## src/rtl/core/cwdf_pkg.sv

```systemverilog
package cwdf_pkg;

  localparam int CORDIC_STEPS = 16;
  localparam int TURN_UNITS   = 5760;
  localparam int CNT_W        = $clog2(CORDIC_STEPS + 1);

  // register byte addresses
  localparam logic [3:0] ADDR_VANE_OFFSET  = 4'd0;
  localparam logic [3:0] ADDR_FILTER_GAIN  = 4'd4;
  localparam logic [3:0] ADDR_MANUAL_MODE  = 4'd8;
  localparam logic [3:0] ADDR_MANUAL_DIR   = 4'd12;

  typedef enum logic [3:0] {
    ST_IDLE,
    ST_MODR,
    ST_DIV,
    ST_PREP,
    ST_ROT,
    ST_ROUND,
    ST_SMC,
    ST_SMS,
    ST_SMU,
    ST_VINIT,
    ST_VEC,
    ST_CONV,
    ST_OUT
  } state_t;

  // arctangent of 2^-i as a binary angle, 2^32 per turn
  function automatic logic [31:0] atan_turn(input logic [4:0] i);
    logic [31:0] v;
    case (i)
      5'd0:  v = 32'h20000000;
      5'd1:  v = 32'h12E4051E;
      5'd2:  v = 32'h09FB385B;
      5'd3:  v = 32'h051111D4;
      5'd4:  v = 32'h028B0D43;
      5'd5:  v = 32'h0145D7E1;
      5'd6:  v = 32'h00A2F61E;
      5'd7:  v = 32'h00517C55;
      5'd8:  v = 32'h0028BE53;
      5'd9:  v = 32'h00145F2F;
      5'd10: v = 32'h000A2F98;
      5'd11: v = 32'h000517CC;
      5'd12: v = 32'h00028BE6;
      5'd13: v = 32'h000145F3;
      5'd14: v = 32'h0000A2FA;
      5'd15: v = 32'h0000517D;
      5'd16: v = 32'h000028BE;
      5'd17: v = 32'h0000145F;
      5'd18: v = 32'h00000A30;
      5'd19: v = 32'h00000518;
      5'd20: v = 32'h0000028C;
      5'd21: v = 32'h00000146;
      5'd22: v = 32'h000000A3;
      5'd23: v = 32'h00000051;
      default: v = 32'h0;
    endcase
    return v;
  endfunction

endpackage

```

## src/rtl/core/circular_wind_direction_filter.sv

```systemverilog
// circular wind direction filter
// input channel: in_valid / in_stall carry vane angle and boat heading,
// both in 1/16 degree. result channel: out_valid / out_stall carry one
// wind direction (0..5759) per input transfer, in order.
// configuration: apb-style port, registers at byte addresses 0, 4, 8, 12
// (vane offset, filter gain, manual mode, manual direction); the user must
// write them only while the block is idle; the block itself does not enforce this.
// one item at a time: in_stall is high from the input transfer until the
// result is loaded into the output register. a filtered item passes
// through the angle wrap, the bit-serial conversion of the angle to a
// binary phase, the rotation, rounding, the smoothing multiplies, the
// vectoring (skipped for a zero smoothed vector) and output. in manual
// mode an item goes straight to the output state.
// the next item is taken while a result still waits in the output register.
// if the receiver stalls, the result holds and the block waits with its
// next result until the output register frees up.
// reset (rst_n low, synchronous) restores register defaults and the
// filter state (cosine one, sine zero).
module circular_wind_direction_filter (
  input  logic        clk,
  input  logic        rst_n,
  input  logic        in_valid,
  output logic        in_stall,
  input  logic [12:0] in_vane_angle,
  input  logic [12:0] in_boat_heading,
  output logic        out_valid,
  input  logic        out_stall,
  output logic [12:0] out_wind_direction,
  input  logic        psel,
  input  logic        penable,
  input  logic        pwrite,
  input  logic [3:0]  paddr,
  input  logic [31:0] pwdata,
  output logic [31:0] prdata,
  output logic        pready
);
  import cwdf_pkg::*;

  state_t state_r, state_nxt;

  logic [12:0] vane_offset_r;
  logic [15:0] filter_gain_r;
  logic        manual_mode_r;
  logic [12:0] manual_direction_r;

  logic signed [15:0] smooth_cos_r;
  logic signed [15:0] smooth_sin_r;

  logic [14:0]        raw_r;
  logic [44:0]        dvd_r;
  logic [12:0]        rem_r;
  logic [31:0]        quo_r;
  logic [5:0]         div_cnt_r;
  logic [CNT_W-1:0]   cnt_r;
  logic signed [33:0] x_r;
  logic signed [33:0] y_r;
  logic signed [33:0] z_r;
  logic [31:0]        vz_r;
  logic               flip_r;
  logic signed [15:0] c_r;
  logic signed [15:0] s_r;
  logic signed [33:0] prod_r;
  logic [12:0]        result_r;
  logic               out_valid_r, out_valid_nxt;
  logic [12:0]        out_dir_r;

  logic cfg_wr;
  logic in_xfer;
  logic out_load;

  assign pready = 1'b1;
  assign cfg_wr = psel && penable && pwrite;
  assign in_xfer = in_valid && !in_stall;

  // register read
  always_comb begin
    prdata = 32'd0;
    case (paddr[3:2])
      2'd0: prdata = {19'd0, vane_offset_r};
      2'd1: prdata = {16'd0, filter_gain_r};
      2'd2: prdata = {31'd0, manual_mode_r};
      2'd3: prdata = {19'd0, manual_direction_r};
      default: prdata = 32'd0;
    endcase
  end

  // register write
  always_ff @(posedge clk) begin
    if (!rst_n) begin
      vane_offset_r      <= 13'd512;
      filter_gain_r      <= 16'd923;
      manual_mode_r      <= 1'b0;
      manual_direction_r <= 13'd0;
    end else if (cfg_wr) begin
      case (paddr[3:2])
        2'd0: vane_offset_r      <= pwdata[12:0];
        2'd1: filter_gain_r      <= pwdata[15:0];
        2'd2: manual_mode_r      <= pwdata[0];
        2'd3: manual_direction_r <= pwdata[12:0];
        default: ;
      endcase
    end
  end

  // rounding of a q4.30 value to q2.14 with saturation
  function automatic logic signed [15:0] to_q14(input logic signed [33:0] v);
    logic signed [34:0] t;
    logic signed [18:0] r;
    t = {v[33], v} + 35'sd32768;
    r = 19'(t >>> 16);
    if (r > 19'sd16384)       return 16'sd16384;
    else if (r < -19'sd16384) return -16'sd16384;
    else                      return r[15:0];
  endfunction

  // next state
  always_comb begin
    state_nxt = state_r;
    case (state_r)
      ST_IDLE:  if (in_xfer) state_nxt = manual_mode_r ? ST_OUT : ST_MODR;
      ST_MODR:  if (raw_r < 15'(TURN_UNITS)) state_nxt = ST_DIV;
      ST_DIV:   if (div_cnt_r == 6'd44) state_nxt = ST_PREP;
      ST_PREP:  state_nxt = ST_ROT;
      ST_ROT:   if (cnt_r == CNT_W'(CORDIC_STEPS - 1)) state_nxt = ST_ROUND;
      ST_ROUND: state_nxt = ST_SMC;
      ST_SMC:   state_nxt = ST_SMS;
      ST_SMS:   state_nxt = ST_SMU;
      ST_SMU:   state_nxt = ST_VINIT;
      ST_VINIT: state_nxt = (smooth_cos_r == 16'sd0 && smooth_sin_r == 16'sd0) ?
                            ST_OUT : ST_VEC;
      ST_VEC:   if (cnt_r == CNT_W'(CORDIC_STEPS - 1)) state_nxt = ST_CONV;
      ST_CONV:  state_nxt = ST_OUT;
      ST_OUT:   if (out_load) state_nxt = ST_IDLE;
      default:  state_nxt = ST_IDLE;
    endcase
  end

  // handshake outputs
  always_comb begin
    in_stall = (state_r != ST_IDLE);
    out_load = (state_r == ST_OUT) && (!out_valid_r || !out_stall);
  end

  always_ff @(posedge clk) begin
    if (!rst_n) state_r <= ST_IDLE;
    else        state_r <= state_nxt;
  end

  // shared smoothing multiplier
  logic signed [16:0] mul_a;
  logic signed [33:0] mul_p;
  logic signed [17:0] delta;
  always_comb begin
    mul_a = (state_r == ST_SMC) ? (17'(c_r) - 17'(smooth_cos_r))
                                : (17'(s_r) - 17'(smooth_sin_r));
    mul_p = 34'(mul_a) * 34'($signed({1'b0, filter_gain_r}));
    delta = 18'((prod_r + 34'sd32768) >>> 16);
  end

  // cordic shifts
  logic signed [33:0] dx, dy;
  logic [31:0]        atan_v;
  always_comb begin
    dx     = y_r >>> cnt_r;
    dy     = x_r >>> cnt_r;
    atan_v = atan_turn(5'(cnt_r));
  end

  // division step, phase to units
  logic [13:0] div_t;
  logic [37:0] p45;
  logic [38:0] units_w;
  logic [12:0] units;
  always_comb begin
    div_t   = {rem_r, dvd_r[44]};
    p45     = {1'b0, vz_r, 5'd0} + {3'd0, vz_r, 3'd0} + {4'd0, vz_r, 2'd0}
              + {6'd0, vz_r};
    units_w = ({1'b0, p45} + 39'd16777216) >> 25;
    units   = (units_w[12:0] >= 13'(TURN_UNITS)) ? 13'd0 : units_w[12:0];
  end

  // filter state
  always_ff @(posedge clk) begin
    if (!rst_n) begin
      smooth_cos_r <= 16'sd16384;
      smooth_sin_r <= 16'sd0;
    end else if (state_r == ST_SMS) begin
      smooth_cos_r <= 16'(18'(smooth_cos_r) + delta);
    end else if (state_r == ST_SMU) begin
      smooth_sin_r <= 16'(18'(smooth_sin_r) + delta);
    end
  end

  // datapath
  always_ff @(posedge clk) begin
    case (state_r)
      ST_IDLE: begin
        raw_r    <= 15'(vane_offset_r) + 15'd11520 + 15'(in_boat_heading)
                    - 15'(in_vane_angle);
        result_r <= (manual_direction_r >= 13'(TURN_UNITS)) ?
                    manual_direction_r - 13'(TURN_UNITS) : manual_direction_r;
      end
      ST_MODR: begin
        if (raw_r >= 15'(TURN_UNITS)) raw_r <= raw_r - 15'(TURN_UNITS);
        dvd_r     <= {raw_r[12:0], 32'd2880};
        rem_r     <= 13'd0;
        div_cnt_r <= 6'd0;
      end
      ST_DIV: begin
        if (div_t >= 14'(TURN_UNITS)) begin
          rem_r <= 13'(div_t - 14'(TURN_UNITS));
          quo_r <= {quo_r[30:0], 1'b1};
        end else begin
          rem_r <= div_t[12:0];
          quo_r <= {quo_r[30:0], 1'b0};
        end
        dvd_r     <= {dvd_r[43:0], 1'b0};
        div_cnt_r <= div_cnt_r + 6'd1;
      end
      ST_PREP: begin
        x_r   <= 34'sh026DD3B6A;
        y_r   <= 34'sd0;
        cnt_r <= '0;
        if ($signed({{2{quo_r[31]}}, quo_r}) > 34'sh040000000) begin
          z_r    <= $signed({{2{quo_r[31]}}, quo_r}) - 34'sh080000000;
          flip_r <= 1'b1;
        end else if ($signed({{2{quo_r[31]}}, quo_r}) < -34'sh040000000) begin
          z_r    <= $signed({{2{quo_r[31]}}, quo_r}) + 34'sh080000000;
          flip_r <= 1'b1;
        end else begin
          z_r    <= $signed({{2{quo_r[31]}}, quo_r});
          flip_r <= 1'b0;
        end
      end
      ST_ROT: begin
        if (!z_r[33]) begin
          x_r <= x_r - dx;
          y_r <= y_r + dy;
          z_r <= z_r - $signed({2'b00, atan_v});
        end else begin
          x_r <= x_r + dx;
          y_r <= y_r - dy;
          z_r <= z_r + $signed({2'b00, atan_v});
        end
        cnt_r <= cnt_r + CNT_W'(1);
      end
      ST_ROUND: begin
        c_r <= flip_r ? -to_q14(x_r) : to_q14(x_r);
        s_r <= flip_r ? -to_q14(y_r) : to_q14(y_r);
      end
      ST_SMC: prod_r <= mul_p;
      ST_SMS: prod_r <= mul_p;
      ST_SMU: ;
      ST_VINIT: begin
        cnt_r    <= '0;
        result_r <= 13'd0;
        if (smooth_cos_r < 16'sd0) begin
          x_r  <= -$signed({{2{smooth_cos_r[15]}}, smooth_cos_r, 16'd0});
          y_r  <= -$signed({{2{smooth_sin_r[15]}}, smooth_sin_r, 16'd0});
          vz_r <= 32'h80000000;
        end else begin
          x_r  <= $signed({{2{smooth_cos_r[15]}}, smooth_cos_r, 16'd0});
          y_r  <= $signed({{2{smooth_sin_r[15]}}, smooth_sin_r, 16'd0});
          vz_r <= 32'd0;
        end
      end
      ST_VEC: begin
        if (!y_r[33]) begin
          x_r  <= x_r + dx;
          y_r  <= y_r - dy;
          vz_r <= vz_r + atan_v;
        end else begin
          x_r  <= x_r - dx;
          y_r  <= y_r + dy;
          vz_r <= vz_r - atan_v;
        end
        cnt_r <= cnt_r + CNT_W'(1);
      end
      ST_CONV: result_r <= units;
      ST_OUT: ;
      default: ;
    endcase
  end

  // output register
  always_comb begin
    out_valid_nxt = out_load || (out_valid_r && out_stall);
  end

  always_ff @(posedge clk) begin
    if (!rst_n) out_valid_r <= 1'b0;
    else        out_valid_r <= out_valid_nxt;
  end

  always_ff @(posedge clk) begin
    if (out_load) out_dir_r <= result_r;
  end

  assign out_valid          = out_valid_r;
  assign out_wind_direction = out_dir_r;

  // checks
  a_dir_range: assert property (@(posedge clk) disable iff (!rst_n)
    out_valid |-> out_wind_direction < 13'(TURN_UNITS))
    else $error("wind direction out of range");

  a_busy_after_xfer: assert property (@(posedge clk) disable iff (!rst_n)
    in_xfer |=> in_stall)
    else $error("input taken while an item is in progress");

  a_cos_range: assert property (@(posedge clk) disable iff (!rst_n)
    smooth_cos_r <= 16'sd16384 && smooth_cos_r >= -16'sd16384)
    else $error("smoothed cosine out of range");

  a_sin_range: assert property (@(posedge clk) disable iff (!rst_n)
    smooth_sin_r <= 16'sd16384 && smooth_sin_r >= -16'sd16384)
    else $error("smoothed sine out of range");

endmodule

```

## config.mk

```make
export PLATFORM = sky130hd
export DESIGN_NAME = circular_wind_direction_filter
export DESIGN_NICKNAME = d
export VERILOG_FILES = /design/src/rtl/core/cwdf_pkg.sv /design/src/rtl/core/circular_wind_direction_filter.sv
export SDC_FILE = /design/constraint.sdc
export NUM_CORES = 2
export LEC_CHECK = 0
export ABC_AREA = 0
export BUFFER_PORTS_ARGS = -buffer_cell sky130_fd_sc_hd__clkbuf_2
export CELL_PAD_IN_SITES_DETAIL_PLACEMENT = 2
export CELL_PAD_IN_SITES_GLOBAL_PLACEMENT = 2
export CORE_MARGIN = 4
export CORE_UTILIZATION = 44
export DETAILED_ROUTE_END_ITERATION = 12
export PLACE_DENSITY = 0.95
export SLEW_MARGIN = 20
export SYNTH_ARGS = -nofsm -noshare
export SYNTH_HDL_FRONTEND = slang
export SYNTH_SLANG_ARGS = --single-unit
```

## constraint.sdc

```tcl
create_clock -name clk -period 19.4 [get_ports clk]
set_clock_uncertainty 0.15 [all_clocks]
set_input_delay 3.88 -clock clk [delete_from_list [all_inputs] [get_ports clk]]
set_output_delay 3.88 -clock clk [all_outputs]
set_load 0.1 [all_outputs]
```

==> run summary, run 1 <==
Synth top area share - 18.7%
post-synthesis instance area - 0.0513 sq mm
Stop stage - global routing (5_1_grt)
vias in the first global route - 69700
dominant synthesized flop cell - edfxtp_1
synthesized instance count - 5965
cell taking the most area after synthesis - edfxtp_1
Yosys warnings - 0
first-pass GRT wire length - 577000 um
FP Rows - 124
Clock Tree Buf Depth - 3
die height - 349 um
CTS buffer count - 57
I/O pin total - 117
H-tree Lvls - 2
GRT overflow - 404
largest net degree at the start of global routing - 83
Die X - 349 um
Clock Sinks - 430
Post-synth EDFFs - 320
Post-CTS Setup Inserts - 0
Starting Density - 44.6%
Yosys cell types - 117
Mapped Avg Cell Area - 8.59 sq um
outcome - stopped before the end
Seq/Total Area, Yosys - 23.0%
dpl hpwl - 193000 um
Seq cells post-synth - 430
number of port buffers - 81
RePlAce Congestion - 0.882
gr usage total - 65.3%
root buf cell - clkbuf_16
Post-synth ARST share - 0%
top post-synthesis cells by area - edfxtp_1 (19%), fa_1 (13%), ha_1 (11%)
Run Error - [ERROR GRT-0116] Global routing finished with congestion. Check the congestion regions in the DRC Viewer.
post-CTS resize count - 0
hold buffers post-CTS - 0
[kinds of logic after synthesis]
group           share of synthesized area, %
flops                                   23.0
xor+xnor                                5.68
compound gates                          17.9
fa+ha+maj                               24.5
simple gates                            17.5
buf+inv                                 7.10
other cells                           0.0147
mux                                     4.20
[synthesized netlist by cell type (51+ instances only)]
cell,number
clkbuf_1,215
mux2i_1,79
edfxtp_1,320
and3_1,66
nor3_1,104
and2_1,185
o21bai_1,51
xnor2_1,186
dfxtp_1,110
xor2_1,142
fa_1,341
nor2_1,475
nand2b_1,57
inv_1,619
a21o_1,90
nand3_1,104
o22ai_1,52
ha_1,460
nand2_1,677
o21ai_0,341
a21oi_1,367
nor2b_1,53
o21a_1,65
[layer usage]
metal  global-route usage, %  overflow
met1                    65.0        46
met2                    84.1       155
met3                    49.1        43
met4                    58.7       147
met5                    36.0        13
[per-stage QoR]
stage	instances	hold WS (ns)	utilization, %	worst slack (ns)	area (sq um)
CTS	7446	0.283	47.7	7.57	54900
global placement	7338	0.252	46.0	9.80	52900
floorplan	5980	0.250	-	8.45	51300
detailed placement	7338	0.260	46.0	8.07	52900
==> run 2, diff against run 1 <==
CELL_PAD_IN_SITES_DETAIL_PLACEMENT = unset   (was 2)
CELL_PAD_IN_SITES_GLOBAL_PLACEMENT = unset   (was 2)
CORE_UTILIZATION = 30   (was 44)
PLACE_DENSITY = unset   (was 0.95)
PLACE_DENSITY_LB_ADDON = 0.15   (was unset)
==> run summary, run 2 <==
# fillers - 18000
synthesized instance count - 5965 (unchanged)
routed len/inst - 19.0 um
initial antenna violation count - 1
Seq/Total Area, Yosys - 23.0% (unchanged)
RSZ-0062 raised after global routing - false
gr usage total - 17.0%
Post-synth EDFFs - 320 (unchanged)
Initial DRT Pass Iterations - 6
CP max FO - 16
I/O pin total - 117 (unchanged)
H-tree Lvls - 2 (unchanged)
slowest stage delay, CP - 0.59 ns
post-synthesis instance area - 0.0513 sq mm (unchanged)
CP Class - register to register
LEAKAGE - 23.3 nW
top cells by count, synth - nand2_1 (677), inv_1 (619), nor2_1 (475)
first-pass GRT wire length - 244000 um
Worst Hold Class - register to register
Worst-Margin Slew - 1.10 ns
Slew Limit Headroom - 26.2%
Clock Tree Buf Depth - 3 (unchanged)
core region area - 0.170 sq mm
number of port buffers - 81 (unchanged)
fmax - 101 MHz
root buf cell - clkbuf_16
Starting Density - 30.2% (-14 points)
vias in the first global route - 41400
ANT cells - 0
WL final - 155000 um
VDD IR max - 0.207 mV
most frequent cells in the layout - nand2_1 (677), inv_1 (617), nor2_1 (474)
Final Cycle Share - 51.2%
post-CTS resize count - 0 (unchanged)
Yosys warnings - 0 (unchanged)
full die area - 0.178 sq mm
max-cap viol count - 0
Arr. time, crit path - 10.18 ns
Crit. End Element - register
largest net degree at the start of global routing - 83
dpl hpwl - 118000 um (-39%)
final slew viol count - 0
Most flops, register - dvd_r
dominant synthesized flop cell - edfxtp_1
critical path required time - 19.64 ns
vias post-DR - 41800
Yosys cell types - 117 (unchanged)
Post-synth ARST share - 0% (unchanged)
TritonCTS clock tree - done
Clock Sinks - 430 (unchanged)
Final TNS setup - 0 ns
layout cells sized above 1 - 7.30%
Fin. Hold Viols - 0
Seq cells post-synth - 430 (unchanged)
top-count cell post-synth - nand2_1
drc violations - 0
setup violators final - 0
pwr dens - 153 mW/mm^2
Synth top area share - 18.7% (unchanged)
FP Rows - 151 (+22%)
Mapped Avg Cell Area - 8.59 sq um (unchanged)
cell mode on critical path - fa_1
Routed Antenna Nets - 0
GRT overflow - 0
area grow syn2layout - 9.06%
Die X - 421 um (+21%)
Pwr Total - 8.55 mW
CP top delay family - adder cells
Post-CTS Setup Inserts - 0 (unchanged)
outcome - completed
Largest register FFs - 39
Worst-path clk slew - 0.06 ns
Skew-Pair Late Insertion Delay - 0.68 ns
Via density - 5.12
hold buffers post-CTS - 0 (unchanged)
CTS buffer count - 61 (+7.0%)
Startpoint Class - register
most common library cell in the layout ignoring fill and taps - nand2_1
cell taking the most area after synthesis - edfxtp_1
final-stage net count - 6761
Buffers & Inverters on Critical Path - 6
Initial DRC Count - 2551
Slowest-stage cell, CP - a2111oi_2
top post-synthesis cells by area - edfxtp_1 (19%), fa_1 (13%), ha_1 (11%)
die height - 421 um (+21%)
Final min period - 9.94 ns
RePlAce Congestion - 0.843 (-4.3%)
==> run 2: path summary, 6_finish.rpt <==
| path | startpoint | endpoint | slack (ns) | cells after the start |
|---|---|---|---|---|
| setup / recovery | smooth_sin_r[1] | prod_r[31] | 9.46 | 33 |
| hold / removal | result_r[6] | out_wind_direction[6] | 0.27 | 0 |
| setup reg to reg | smooth_sin_r[1] | prod_r[31] | 9.46 | 33 |
| hold reg to reg | result_r[6] | out_wind_direction[6] | 0.27 | 0 |
==> run 2: kinds of logic after synthesis <==
family / share of synthesized area (%)
mux: 4.20
flops: 23.0
other cells: 0.0147
compound gates: 17.9
fa+ha+maj: 24.5
xor+xnor: 5.68
simple gates: 17.5
buf+inv: 7.10
==> run 2: layout make-up <==
type | instances | area [sq um] | area share [%]
inverter | 624 | 2340 | 4.19
sequential | 430 | 11800 | 21.1
clock buffer | 73 | 1620 | 2.91
clock inverter | 43 | 445 | 0.797
tap | 2218 | 2780 | 4.96
timing repair buffer | 151 | 931 | 1.67
multi-input combinational | 4623 | 36000 | 64.3
==> run 2: metal layers <==
layer	vias to the layer above	routed length [um]	GRT usage, %
met1	20500	74300	23.8
li1	20500	-	-
met4	0	2750	3.24
met3	157	4160	1.26
met5	-	0	0
met2	661	73900	29.1
==> run 2: through the flow <==
step	utilization, %	hold slack, ns	worst slack [ns]	cell area (sq um)	cells
final	32.9	0.270	9.46	55900	8162
after global routing	32.9	0.278	8.76	55900	8162
after CTS	32.9	0.270	9.32	55900	8162
after detailed placement	31.7	0.256	9.40	53800	8046
after global placement	31.7	0.252	9.35	53800	8046
after floorplan	-	0.250	8.45	51300	5980
==> run 2: power breakdown <==
part	total (mW)	internal [mW]	switching [mW]
Combinational	5.75	2.29	3.47
Clock	1.17	0.692	0.478
Sequential	1.63	1.42	0.210
Total	8.55	4.40	4.15
==> run 2: worst reg2reg max path: cells and delay by family, from the launching register on <==
kind	cells	cell delay (ns)
DFF	1	0.53
xor gates and xnor gates	1	0.34
adders and majority gates	8	3.75
buffers and inverters	6	0.60
and+or+nand+nor	4	0.91
AOI/OAI and AO/OA	14	3.42
Note: power is estimated with default switching activity, not from simulation.
